**src/wsfp_pkg.sv**
```systemverilog
`timescale 1ns / 1ps

package wsfp_pkg;

  // field widths
  localparam int unsigned ByteW   = 8;
  localparam int unsigned OpW     = 4;
  localparam int unsigned LenW    = 64;
  localparam int unsigned KeyW    = 32;
  localparam int unsigned HdrCntW = 4;
  localparam int unsigned KeyIdxW = 2;

  // second header byte length codes
  localparam logic [6:0] LenCode16 = 7'd126;
  localparam logic [6:0] LenCode64 = 7'd127;

  // extended length and key byte counts
  localparam logic [HdrCntW-1:0] ExtLen16Bytes = 4'd2;
  localparam logic [HdrCntW-1:0] ExtLen64Bytes = 4'd8;
  localparam logic [HdrCntW-1:0] KeyBytes      = 4'd4;

  // result kinds
  localparam logic KindHeader  = 1'b0;
  localparam logic KindPayload = 1'b1;

  // parser phases
  typedef enum logic [2:0] {
    PH_FIRST   = 3'd0,
    PH_SECOND  = 3'd1,
    PH_EXTLEN  = 3'd2,
    PH_KEY     = 3'd3,
    PH_PAYLOAD = 3'd4
  } phase_e;

endpackage

```
**src/wsfp_byte_if.sv**
```systemverilog
`timescale 1ns / 1ps

interface wsfp_byte_if;
  logic                         valid;
  logic                         ready;
  logic [wsfp_pkg::ByteW-1:0]   data_byte;

  modport source (output valid, output data_byte, input ready);
  modport sink   (input valid, input data_byte, output ready);
endinterface

```
**src/wsfp_result_if.sv**
```systemverilog
`timescale 1ns / 1ps

interface wsfp_result_if;
  logic                         valid;
  logic                         ready;
  logic                         item_kind;
  logic                         final_fragment;
  logic [wsfp_pkg::OpW-1:0]     opcode;
  logic                         mask_present;
  logic [wsfp_pkg::LenW-1:0]    length_in_bytes;
  logic [wsfp_pkg::ByteW-1:0]   payload_byte;
  logic                         frame_end;

  modport source (
    output valid, output item_kind, output final_fragment, output opcode,
    output mask_present, output length_in_bytes, output payload_byte,
    output frame_end, input ready
  );
  modport sink (
    input valid, input item_kind, input final_fragment, input opcode,
    input mask_present, input length_in_bytes, input payload_byte,
    input frame_end, output ready
  );
endinterface

```
**src/websocket_frame_parser_top.sv**
```systemverilog
`timescale 1ns / 1ps

// WebSocket frame parser: takes one stream byte per clock and returns one
// header request when a frame header completes (FIN, opcode, mask flag and
// decoded 64-bit length) and then one request per unmasked payload byte,
// with frame_end on the last request of each frame (on the header itself
// for an empty frame). Header bytes other than the one that completes the
// header give no request. Each accepted byte is handled combinationally
// and its request sits in the output register from the next cycle; input
// ready drops only while that register is full and the sink holds ready low,
// so the sustained rate is one byte per clock while the sink keeps ready high.
module websocket_frame_parser_top (
  input  logic                clk_i,
  input  logic                rst_ni,
  wsfp_byte_if.sink           in_i,
  wsfp_result_if.source       out_o
);

  // parser state
  wsfp_pkg::phase_e                  phase_q, phase_d;
  logic [wsfp_pkg::HdrCntW-1:0]      hdr_left_q, hdr_left_d;
  logic                              fin_q, fin_d;
  logic [wsfp_pkg::OpW-1:0]          op_q, op_d;
  logic                              mask_q, mask_d;
  logic [wsfp_pkg::LenW-1:0]         len_q, len_d;
  logic [wsfp_pkg::KeyW-1:0]         key_q, key_d;
  logic [wsfp_pkg::LenW-1:0]         rem_q, rem_d;
  logic [wsfp_pkg::KeyIdxW-1:0]      kidx_q, kidx_d;

  // output register
  logic                              out_valid_q, out_valid_d;
  logic                              out_kind_q;
  logic                              out_fin_q;
  logic [wsfp_pkg::OpW-1:0]          out_op_q;
  logic                              out_mask_q;
  logic [wsfp_pkg::LenW-1:0]         out_len_q;
  logic [wsfp_pkg::ByteW-1:0]        out_byte_q;
  logic                              out_end_q;

  // per-byte result
  logic                              accept;
  logic                              after_len;
  logic                              finish;
  logic                              res_valid;
  logic                              res_kind;
  logic [wsfp_pkg::ByteW-1:0]        res_byte;
  logic                              res_end;
  logic [wsfp_pkg::ByteW-1:0]        key_byte;
  logic [wsfp_pkg::ByteW-1:0]        b;

  assign b         = in_i.data_byte;
  assign in_i.ready = !out_valid_q || out_o.ready;
  assign accept    = in_i.valid && in_i.ready;

  // key byte for the current payload position, most significant first
  always_comb begin
    unique case (kidx_q)
      2'd0:    key_byte = key_q[31:24];
      2'd1:    key_byte = key_q[23:16];
      2'd2:    key_byte = key_q[15:8];
      default: key_byte = key_q[7:0];
    endcase
  end

  // next state and result for one byte
  always_comb begin
    phase_d    = phase_q;
    hdr_left_d = hdr_left_q;
    fin_d      = fin_q;
    op_d       = op_q;
    mask_d     = mask_q;
    len_d      = len_q;
    key_d      = key_q;
    rem_d      = rem_q;
    kidx_d     = kidx_q;
    after_len  = 1'b0;
    finish     = 1'b0;
    res_valid  = 1'b0;
    res_kind   = wsfp_pkg::KindHeader;
    res_byte   = '0;
    res_end    = 1'b0;

    unique case (phase_q)
      wsfp_pkg::PH_SECOND: begin
        mask_d = b[7];
        if (b[6:0] < wsfp_pkg::LenCode16) begin
          len_d     = {{(wsfp_pkg::LenW-7){1'b0}}, b[6:0]};
          after_len = 1'b1;
        end else begin
          len_d      = '0;
          hdr_left_d = (b[6:0] == wsfp_pkg::LenCode16) ? wsfp_pkg::ExtLen16Bytes
                                                       : wsfp_pkg::ExtLen64Bytes;
          phase_d    = wsfp_pkg::PH_EXTLEN;
        end
      end
      wsfp_pkg::PH_EXTLEN: begin
        len_d      = {len_q[wsfp_pkg::LenW-9:0], b};
        hdr_left_d = hdr_left_q - 4'd1;
        after_len  = (hdr_left_d == '0);
      end
      wsfp_pkg::PH_KEY: begin
        key_d      = {key_q[wsfp_pkg::KeyW-9:0], b};
        hdr_left_d = hdr_left_q - 4'd1;
        finish     = (hdr_left_d == '0);
      end
      wsfp_pkg::PH_PAYLOAD: begin
        kidx_d    = kidx_q + 2'd1;
        rem_d     = rem_q - 64'd1;
        res_valid = 1'b1;
        res_kind  = wsfp_pkg::KindPayload;
        res_byte  = mask_q ? (b ^ key_byte) : b;
        res_end   = (rem_d == '0);
        if (res_end) begin
          phase_d = wsfp_pkg::PH_FIRST;
        end
      end
      default: begin
        fin_d   = b[7];
        op_d    = b[3:0];
        phase_d = wsfp_pkg::PH_SECOND;
      end
    endcase

    // length known: collect the key or close the header
    if (after_len) begin
      if (mask_d) begin
        phase_d    = wsfp_pkg::PH_KEY;
        hdr_left_d = wsfp_pkg::KeyBytes;
        key_d      = '0;
      end else begin
        finish = 1'b1;
      end
    end

    // header complete
    if (finish) begin
      rem_d     = len_d;
      kidx_d    = '0;
      res_valid = 1'b1;
      res_kind  = wsfp_pkg::KindHeader;
      res_end   = (len_d == '0);
      phase_d   = res_end ? wsfp_pkg::PH_FIRST : wsfp_pkg::PH_PAYLOAD;
    end
  end

  // state registers
  always_ff @(posedge clk_i or negedge rst_ni) begin
    if (!rst_ni) begin
      phase_q    <= wsfp_pkg::PH_FIRST;
      hdr_left_q <= '0;
      fin_q      <= 1'b0;
      op_q       <= '0;
      mask_q     <= 1'b0;
      len_q      <= '0;
      key_q      <= '0;
      rem_q      <= '0;
      kidx_q     <= '0;
    end else if (accept) begin
      phase_q    <= phase_d;
      hdr_left_q <= hdr_left_d;
      fin_q      <= fin_d;
      op_q       <= op_d;
      mask_q     <= mask_d;
      len_q      <= len_d;
      key_q      <= key_d;
      rem_q      <= rem_d;
      kidx_q     <= kidx_d;
    end
  end

  // output valid
  assign out_valid_d = accept ? res_valid : (out_valid_q && !out_o.ready);

  always_ff @(posedge clk_i or negedge rst_ni) begin
    if (!rst_ni) begin
      out_valid_q <= 1'b0;
    end else begin
      out_valid_q <= out_valid_d;
    end
  end

  // output payload
  always_ff @(posedge clk_i) begin
    if (accept && res_valid) begin
      out_kind_q <= res_kind;
      out_fin_q  <= fin_d;
      out_op_q   <= op_d;
      out_mask_q <= mask_d;
      out_len_q  <= len_d;
      out_byte_q <= res_byte;
      out_end_q  <= res_end;
    end
  end

  assign out_o.valid           = out_valid_q;
  assign out_o.item_kind       = out_kind_q;
  assign out_o.final_fragment  = out_fin_q;
  assign out_o.opcode          = out_op_q;
  assign out_o.mask_present    = out_mask_q;
  assign out_o.length_in_bytes = out_len_q;
  assign out_o.payload_byte    = out_byte_q;
  assign out_o.frame_end       = out_end_q;

  // the payload phase always has bytes left to take
  assert property (@(posedge clk_i) disable iff (!rst_ni)
    phase_q == wsfp_pkg::PH_PAYLOAD |-> rem_q != '0)
    else $error("payload phase with zero bytes remaining");

  // header byte counters never sit at zero inside a counted phase
  assert property (@(posedge clk_i) disable iff (!rst_ni)
    (phase_q == wsfp_pkg::PH_EXTLEN || phase_q == wsfp_pkg::PH_KEY) |-> hdr_left_q != '0)
    else $error("header byte counter empty in counted phase");

  // the last request of a frame returns the parser to the first header byte
  assert property (@(posedge clk_i) disable iff (!rst_ni)
    accept && res_valid && res_end |=> phase_q == wsfp_pkg::PH_FIRST)
    else $error("frame end without return to first header byte");

  // an accepted byte with a request loads the output register
  assert property (@(posedge clk_i) disable iff (!rst_ni)
    accept && res_valid |=> out_valid_q && out_end_q == $past(res_end))
    else $error("request lost from output register");

endmodule
```
**src/flat_wrapper.sv**
```systemverilog
// flat-port wrapper written by rule: the top's interface ports become plain ports
module websocket_frame_parser_top_flat 
  (clk_i, rst_ni, in_i_valid, in_i_data_byte, in_i_ready, out_o_valid, out_o_item_kind, out_o_final_fragment, out_o_opcode, out_o_mask_present, out_o_length_in_bytes, out_o_payload_byte, out_o_frame_end, out_o_ready);
  wsfp_byte_if in_i_i ();
  wsfp_result_if out_o_i ();
  input  logic clk_i;
  input  logic rst_ni;
  input wire logic [$bits(in_i_i.valid)-1:0] in_i_valid;
  input wire logic [$bits(in_i_i.data_byte)-1:0] in_i_data_byte;
  output wire logic [$bits(in_i_i.ready)-1:0] in_i_ready;
  output wire logic [$bits(out_o_i.valid)-1:0] out_o_valid;
  output wire logic [$bits(out_o_i.item_kind)-1:0] out_o_item_kind;
  output wire logic [$bits(out_o_i.final_fragment)-1:0] out_o_final_fragment;
  output wire logic [$bits(out_o_i.opcode)-1:0] out_o_opcode;
  output wire logic [$bits(out_o_i.mask_present)-1:0] out_o_mask_present;
  output wire logic [$bits(out_o_i.length_in_bytes)-1:0] out_o_length_in_bytes;
  output wire logic [$bits(out_o_i.payload_byte)-1:0] out_o_payload_byte;
  output wire logic [$bits(out_o_i.frame_end)-1:0] out_o_frame_end;
  input wire logic [$bits(out_o_i.ready)-1:0] out_o_ready;
  assign in_i_i.valid = in_i_valid;
  assign in_i_i.data_byte = in_i_data_byte;
  assign in_i_ready = in_i_i.ready;
  assign out_o_valid = out_o_i.valid;
  assign out_o_item_kind = out_o_i.item_kind;
  assign out_o_final_fragment = out_o_i.final_fragment;
  assign out_o_opcode = out_o_i.opcode;
  assign out_o_mask_present = out_o_i.mask_present;
  assign out_o_length_in_bytes = out_o_i.length_in_bytes;
  assign out_o_payload_byte = out_o_i.payload_byte;
  assign out_o_frame_end = out_o_i.frame_end;
  assign out_o_i.ready = out_o_ready;
  websocket_frame_parser_top u_core (.clk_i(clk_i), .rst_ni(rst_ni), .in_i(in_i_i), .out_o(out_o_i));
endmodule
```
**config.mk**
```make
export PLATFORM = sky130hd
export DESIGN_NAME = websocket_frame_parser_top_flat
export DESIGN_NICKNAME = d
export VERILOG_FILES = /design/src/wsfp_pkg.sv /design/src/wsfp_byte_if.sv /design/src/wsfp_result_if.sv /design/src/websocket_frame_parser_top.sv /design/src/flat_wrapper.sv
export SDC_FILE = /design/constraint.sdc
export NUM_CORES = 1
export LEC_CHECK = 0
export ABC_CLOCK_PERIOD_IN_PS = 14110
export BUFFER_PORTS_ARGS = -buffer_cell sky130_fd_sc_hd__buf_2
export CAP_MARGIN = 20
export CORE_UTILIZATION = 35
export CTS_CLUSTER_SIZE = 24
export DETAILED_ROUTE_END_ITERATION = 6
export MAX_ROUTING_LAYER = met4
export PLACE_DENSITY = 0.55
export SETUP_SLACK_MARGIN = 0.15
export SLEW_MARGIN = 20
export SYNTH_ARGS = -nofsm -noshare
export SYNTH_HDL_FRONTEND = slang
export SYNTH_SLANG_ARGS = --single-unit
```
**constraint.sdc**
```tcl
create_clock -name clk_i -period 14.11 [get_ports clk_i]
set_clock_uncertainty 0.05 [all_clocks]
set_input_delay 4.233 -clock clk_i [delete_from_list [all_inputs] [get_ports clk_i]]
set_output_delay 4.233 -clock clk_i [all_outputs]
set_load 0.05 [all_outputs]
```
## After elaboration in Yosys (flattened, before gate mapping)

Cells that the tools add are included.
Widths: inputs -> output; s select.

- Bits of input ports: 12
- Register bits: 256

- Bitwise operators: 1
- Order comparisons: 1
- Multiplexer cells: 36
- Equality and inequality tests: 7
- $add $sub $neg: 3
- Reduce and logical (&&, ||, !) cells: 14

Operator list:

| operator | number |
|---|---|
| $logic_not 64->1 | 2 |
| $mux 64 | 2 |
| $pmux 64 s2 | 1 |
| $mux 32 | 3 |
| $sub 64x1->64 const B | 1 |
| $pmux 8 s3 | 1 |
| $mux 4 | 5 |
| $mux 3 | 6 |
| $mux 1 | 11 |
| $pmux 3 s3 | 1 |
| $mux 8 | 1 |
| $pmux 4 s2 | 1 |
| $xor 8x8->8 | 1 |
| $eq 7x7->1 const B | 1 |
| $lt 7x7->1 const B | 1 |
| $mux 7 | 1 |
| $eq 3x2->1 const B | 2 |
| $logic_not 4->1 | 1 |
| $mux 2 | 2 |
| $reduce_or 4->1 | 1 |
| $sub 4x1->4 const B | 1 |
| $eq 3x1->1 const B | 1 |
| $eq 3x3->1 const B | 1 |
| $logic_and 1x1->1 | 3 |
| 10 further kinds | 11 |

## Longest topological paths before layout

Gate-level depths: netlist (run 1).

- Depth in word-level cells: 7
- Depth in mapped cells: 13
- Mapped depth without buffers: 10

## Worst setup path before layout (run 1)

OpenSTA, ideal clock, no wires.

- Path type: in2out
- From: in out_o_ready
- To: out in_i_ready
- Required time: 9,827 ps
- Stages on the path: 1
- Slack: 5,157 ps
- Arrival time: 4,670 ps
- Cells stage by stage: nand2b_1

- Longest elaborated chain between the ends: 1

Ends and longest elaborated chain:

| what | line | text |
|---|---|---|
| start, declared | flat_wrapper.sv:19 | `input wire logic [$bits(out_o_i.ready)-1:0] out_o_ready;` |
| $logic_or 1x1->1 | websocket_frame_parser_top.sv:52 | `assign in_i.ready = !out_valid_q \|\| out_o.ready;` |
| end, declared | flat_wrapper.sv:10 | `output wire logic [$bits(in_i_i.ready)-1:0] in_i_ready;` |

Every way passes these cells.

## Final worst setup path (run 1)

Same ends and word-level chain as after synthesis.

==> metrics.txt, run 1 <==
result of the run finished, final reports clean; remaining design rule violation count 0; TritonCTS clock tree yes; DRT Wirelength 42.9 mm; Reg clk slew, reported paths approximately 0.060 ns; biggest fanout along the worst timing path 3; floorplan die height 197 um; via count of the first global-routing pass approximately 11,000; Critical Path Max Stage Delay between 0.2 and 0.3 ns; unique cell type count in the Yosys netlist 74; class of the tightest hold or removal check flip-flop to flip-flop; number of buffer and inverter instances along the worst setup path 2; cell types with the highest counts after synthesis 176 x dfrtp_1, 154 x nand2_1, 127 x o21ai_0, 110 x a21oi_1, 92 x clkbuf_1; number of buffers added by the clock tree synthesis step 28; path type of the worst setup path input pin to output port; fraction of power consumed by sequential logic 37.4%; leakage power summed over all cells between 6 and 7 nW; Switching Share 45.7%; crit path capture in_i_ready; HPWL after detailed placement 29.3 mm; FMAX 110 MHz; setup repair after global routing missed its margin false; fin. max-slew vios 0; startpoint of the most critical register-to-register path u_core.phase_q[2]; count of standard-cell rows 71; r2r setup slk between 9 and 10 ns; largest net degree at the start of global routing 110; P&R area growth vs syn 13.0%; library cell appearing most often on the critical path buf_2; clk sinks 256; core utilization of the finished layout 40.1%; total track usage around 23%; shortest clock period the worst path allows after layout approximately 9.1 ns; post-detailed-route count of antenna-violating nets 0; total number of vias between 10,000 and 15,000; horizontal extent of the die 197 um; post-synthesis instance area 13,300 um2; length of the first detailed-routing pass in iterations 5; PnR Total Power between 3 and 4 mW; iteration-0 DRC count of the detailed router around 1,100; Critical path origin out_o_ready; arrival time of data at the critical path endpoint around 4.8 ns; Primary FF master, synth dfrtp_1; initial antenna violation count 1; depth of the CTS H-tree 1; proportion of layout cells with a drive suffix above 1 around 16%; proportion of register bits with asynchronous set or reset after synthesis 68.8%; minimum setup slack after placement a little over 5 ns; Cell Chain, Critical Path buf_2 -> nand2b_1 -> buf_2; Least-Margin Pin Slew 0.933 ns; clock network latency to the later pin of the worst-skew pair 0.56 ns; detail-routed via count per cell 5.86; number of hold violations in the final report 0; count of cells resized by post-cts repair 0; proportion of power drawn by the clock network between 20% and 30%; Seq/Total Area, Yosys 51.0%; Slew headroom 37.8%; diode count 0; family with the most delay on the worst path buffers and inverters; cell with the most instances after synthesis dfrtp_1; post-route clock period utilization 64.2%; gate count after technology mapping 1,367; num ports 94; maximum capacitance violations 0; Max clock buf depth 3; biggest area consumer among synthesized cells dfrtp_1; Reg2Reg Capture Point u_core.rem_q[37]; worst r2r path cells 11; core footprint 37,600 um2; setup violation total in the final timing report 0; number of synthesized flops with an enable pin 80; GR Overflow Total 0; cell internal power dissipation 1.81 mW; required time of the worst setup path between 9 and 10 ns; Yosys top cell area share 33.0%; combinational share of power between 40% and 50%; Yosys warnings 0; number of nets in the synthesized netlist 1,387; startpoint types input pin; root cell of the clock tree clkbuf_16; final setup slack of the worst path 5.05 ns; routability congestion estimate 0.990; starting utilization of the core area 35.5%; power per cell area between 200 and 250 nW/um2; Critical-path top delay cell buf_2; first-pass GRT wire length 65.5 mm; number of buffers inserted by hold repair at cts 0; post-CTS setup buffer count 0; power spent charging and discharging nets 1.52 mW; mean area per synthesized cell 9.76 um2; area enclosed by the die boundary 38,900 um2; total negative setup slack 0 ns; count of state elements after synthesis 256; largest cells by area after synthesis dfrtp_1 33%, edfxtp_1 18%, mux2_2 5.2%; detailed-route wire length per cell ~22 um; Final nets approximately 1,400; PortBufs 93; logic depth of the worst path, buffers included 3; IR drop worst, VDD between 0.15 and 0.2 mV; kind of capture point of the worst setup path output port
logic make-up after synthesis:
logic type	synth area share, %
flops	51.0
fa+ha+maj	0.750
mux	5.38
buf+inv	4.09
simple gates	18.2
compound gates	18.8
xor+xnor	1.71
how the worst min path moves through the flow:
stage / start / to / depth (start not counted)
after floorplan: u_core.len_q[0] / u_core.len_q[0] / 2
after detailed placement: u_core.op_q[0] / u_core.op_q[0] / 1
after CTS: u_core.op_q[0] / u_core.op_q[0] / 1
final: u_core.op_q[0] / u_core.op_q[0] / 1
after global placement: u_core.fin_q / u_core.fin_q / 1
after global routing: u_core.len_q[59] / u_core.len_q[59] / 1
per-layer routing:
layer	GRT usage (%)	share of wire, %
met5	-	0
met4	6.80	3.0
met3	2.49	5.0
met2	35.6	47
met1	30.6	45
stage by stage:
step           hold slack (ns)  instances  instance area, um2
3_3_place_gp             0.432       1885               14200
6_report                 0.453       1937               15100
5_1_grt                  0.473       1937               15100
4_1_cts                  0.456       1937               15100
2_1_floorplan            0.422       1367               13300
3_5_place_dp             0.442       1885               14200
area by class of cell:
class,count,area (um2)
Clock inverter,11,78.8
Inverter,41,159
Fill cell,3725,22500
Sequential cell,256,6810
Clock buffer,41,781
Multi-Input combinational cell,970,6030
Timing Repair Buffer,107,579
Tap cell,511,639
registers in the layout, summed over array words and instances, names as in the netlist, 2 cells and up:
register                      count
u_core.phase_q                    3
u_core.rem_q                     64
u_core.kidx_q                     2
u_core.hdr_left_q                 4
u_core.op_q                       4
u_core.len_q                     64
u_core.key_q                     32
u_core.out_o.length_in_bytes     64
u_core.out_o.opcode               4
u_core.out_o.payload_byte         8
cells in the final DEF, fill, tap and decap left out, drive strengths merged, types with 54 or more instances in the layout:
cell type / instances
dfrtp: 176
nand2: 154
o21ai: 127
a21oi: 110
buf: 106
edfxtp: 80
nor2: 74
a22o: 62
mux2: 62
nor4: 54
power groups by stage:
stage,clock (mW),combinational (mW),sequential (mW)
final,0.708,1.37,1.25
after global routing,0.752,1.49,1.28
after CTS,0.720,1.37,1.24
after detailed placement,0,1.37,1.25
after global placement,0,1.36,1.25
after floorplan,0,0.844,1.37
(Power assumes the default switching activity.)
==> run 2: changes to the inputs <==
Settings changed: ABC_CLOCK_PERIOD_IN_PS 14110 to 8300, PLACE_DENSITY 0.55 to 0.57.
Clock period 14.11 ns to 8.3 ns, I/O delays scaled along.
==> metrics.txt, run 2 (synthesized netlist as in run 1, its figures left out) <==
maximum capacitance violations 0; GR Overflow Total 0; setup violation total in the final timing report 0; top routing layer used met4; iteration-0 DRC count of the detailed router between 1,000 and 1,500; Final nets 1,424; count of standard-cell rows slightly above 70; fin. max-slew vios 0; number of buffers added by the clock tree synthesis step 28; total number of vias 11,367; biggest fanout along the worst timing path 3; routed length on met2 20.0 mm; kind of capture point of the worst setup path output port; DRT met1 WL 19.4 mm; via count of the first global-routing pass about 11,000; Reg2Reg Capture Point u_core.phase_q[2]; startpoint of the most critical register-to-register path u_core.rem_q[0]; proportion of layout cells with a drive suffix above 1 17.0%; number of hold violations in the final report 0; post-route clock period utilization 67.5%; horizontal extent of the die slightly below 200 um; PortBufs 93; Least-Margin Pin Slew 1.03 ns; power per cell area 387 nW/um2; starting utilization of the core area 35.5%; post-CTS setup buffer count 0; TritonCTS clock tree yes; violations in the final reports DRC; initial antenna violation count 0; Slew headroom 31.5%; FMAX roughly 180 MHz; P&R area growth vs syn 14.6%; path type of the worst setup path input pin to output port; IR drop worst, VDD 0.187 mV; length of the first detailed-routing pass in iterations 7; clock network latency to the later pin of the worst-skew pair 0.57 ns; num ports 94; leakage power summed over all cells 6.14 nW; required time of the worst setup path between 5 and 6 ns; first-pass GRT wire length 66.7 mm; count of cells resized by post-cts repair 0; routed wl met3 2.20 mm; Reg clk slew, reported paths roughly 0.06 ns; final standard cell area without fillers 15,300 um2; Hold Path Depth 1; arrival time of data at the critical path endpoint 3.06 ns; DRT Wirelength about 43 mm; area enclosed by the die boundary 38,900 um2; diode count 0; Cell Chain, Critical Path buf_2 -> nand2b_1 -> buf_2; core footprint 37,600 um2; shortest clock period the worst path allows after layout 5.60 ns; placed cell area 14,200 um2; largest net degree at the start of global routing 121; Critical-path top delay cell buf_2; post-detailed-route count of antenna-violating nets 0; Max clock buf depth 3; clk sinks 256; r2r setup slk 3.67 ns; Critical Path Max Stage Delay roughly 0.3 ns; hold_sp u_core.fin_q; detailed-route wire length per cell 22.3 um; class of the tightest hold or removal check flip-flop to flip-flop; commonest cells after routing, fill and taps aside 176 x dfrtp_1, 153 x nand2_1, 127 x o21ai_0; Hold Path Sink u_core.fin_q; startpoint types input pin; result of the run finished with violations; root cell of the clock tree clkbuf_16; library cell appearing most often on the critical path buf_2; worst r2r path cells 10; floorplan die height 197 um; leading cell type in the layout, fill and taps excluded dfrtp_1; total track usage 23.0%; setup repair after global routing missed its margin false; detail-routed via count per cell 5.87; total negative setup slack 0 ns; routability congestion estimate 0.934; depth of the CTS H-tree 1; remaining design rule violation count 1; HPWL after detailed placement between 20 and 30 mm; number of buffers inserted by hold repair at cts 0
==> run 2: cell types whose count changed in the layout (fill, tap and decap cells not counted) <==
| cell | change |
|---|---|
| clkinv_1 | -5 |
| clkbuf_8 | +2 |
| nor3_1 | +1 |
| clkbuf_1 | -5 |
| bufinv_16 | +7 |
| buf_4 | -1 |
| clkinv_2 | -1 |
| clkinv_4 | +1 |
| inv_6 | +1 |
| nor3_2 | -1 |
| buf_12 | +1 |
==> run 2: where the power goes <==
| part | total, mW | internal [mW] | switching (mW) |
|---|---|---|---|
| combinational | 2.34 | 0.689 | 1.65 |
| sequential | 2.13 | 1.71 | 0.419 |
| clock | 1.46 | 0.916 | 0.543 |
==> run 2: through the flow <==
step                      total power, mW  utilization (%)  worst slack (ns)  hold slack, ns  std cells
after global routing                 6.26             40.7              2.61           0.473       1937
after floorplan                      3.77                -              1.32           0.422       1367
final                                5.92             40.7              2.70           0.456       1937
after global placement               4.44             37.9              2.37           0.432       1885
after CTS                            5.93             40.7              2.70           0.458       1937
after detailed placement             4.46             37.9              2.28           0.444       1885
==> run 2: critical path, delay by kind of cell <==
| family | cells | cell delay [ns] |
|---|---|---|
| simple gates | 1 | 0.20 |
| buf+inv | 2 | 0.37 |
==> run 2: cell type report <==
type | instances | area, um2
clock buffer | 38 | 790
clock inverter | 14 | 283
fill | 3675 | 22300
inverter | 41 | 159
multi-input combinational | 970 | 6030
sequential | 256 | 6810
tap | 511 | 639
timing repair buffer | 107 | 592
==> run 2: per-layer routing <==
layer,global-route usage [%],up-vias
met4,8.35,0
li1,-,5193
met3,2.63,76
met1,31.1,5687
met2,35.7,411
met5,-,-
==> run 2: worst max-delay path by stage <==
stage	startpoint	to	slack, ns	depth (start not counted)
after floorplan	in_i_data_byte[7]	u_core.out_o.final_fragment	1.32	10
after global placement	in_i_data_byte[7]	u_core.out_o.length_in_bytes[50]	2.37	9
after detailed placement	in_i_data_byte[7]	u_core.rem_q[50]	2.28	11
after CTS	out_o_ready	in_i_ready	2.70	3
after global routing	in_i_data_byte[7]	u_core.rem_q[63]	2.61	11
final	out_o_ready	in_i_ready	2.70	3
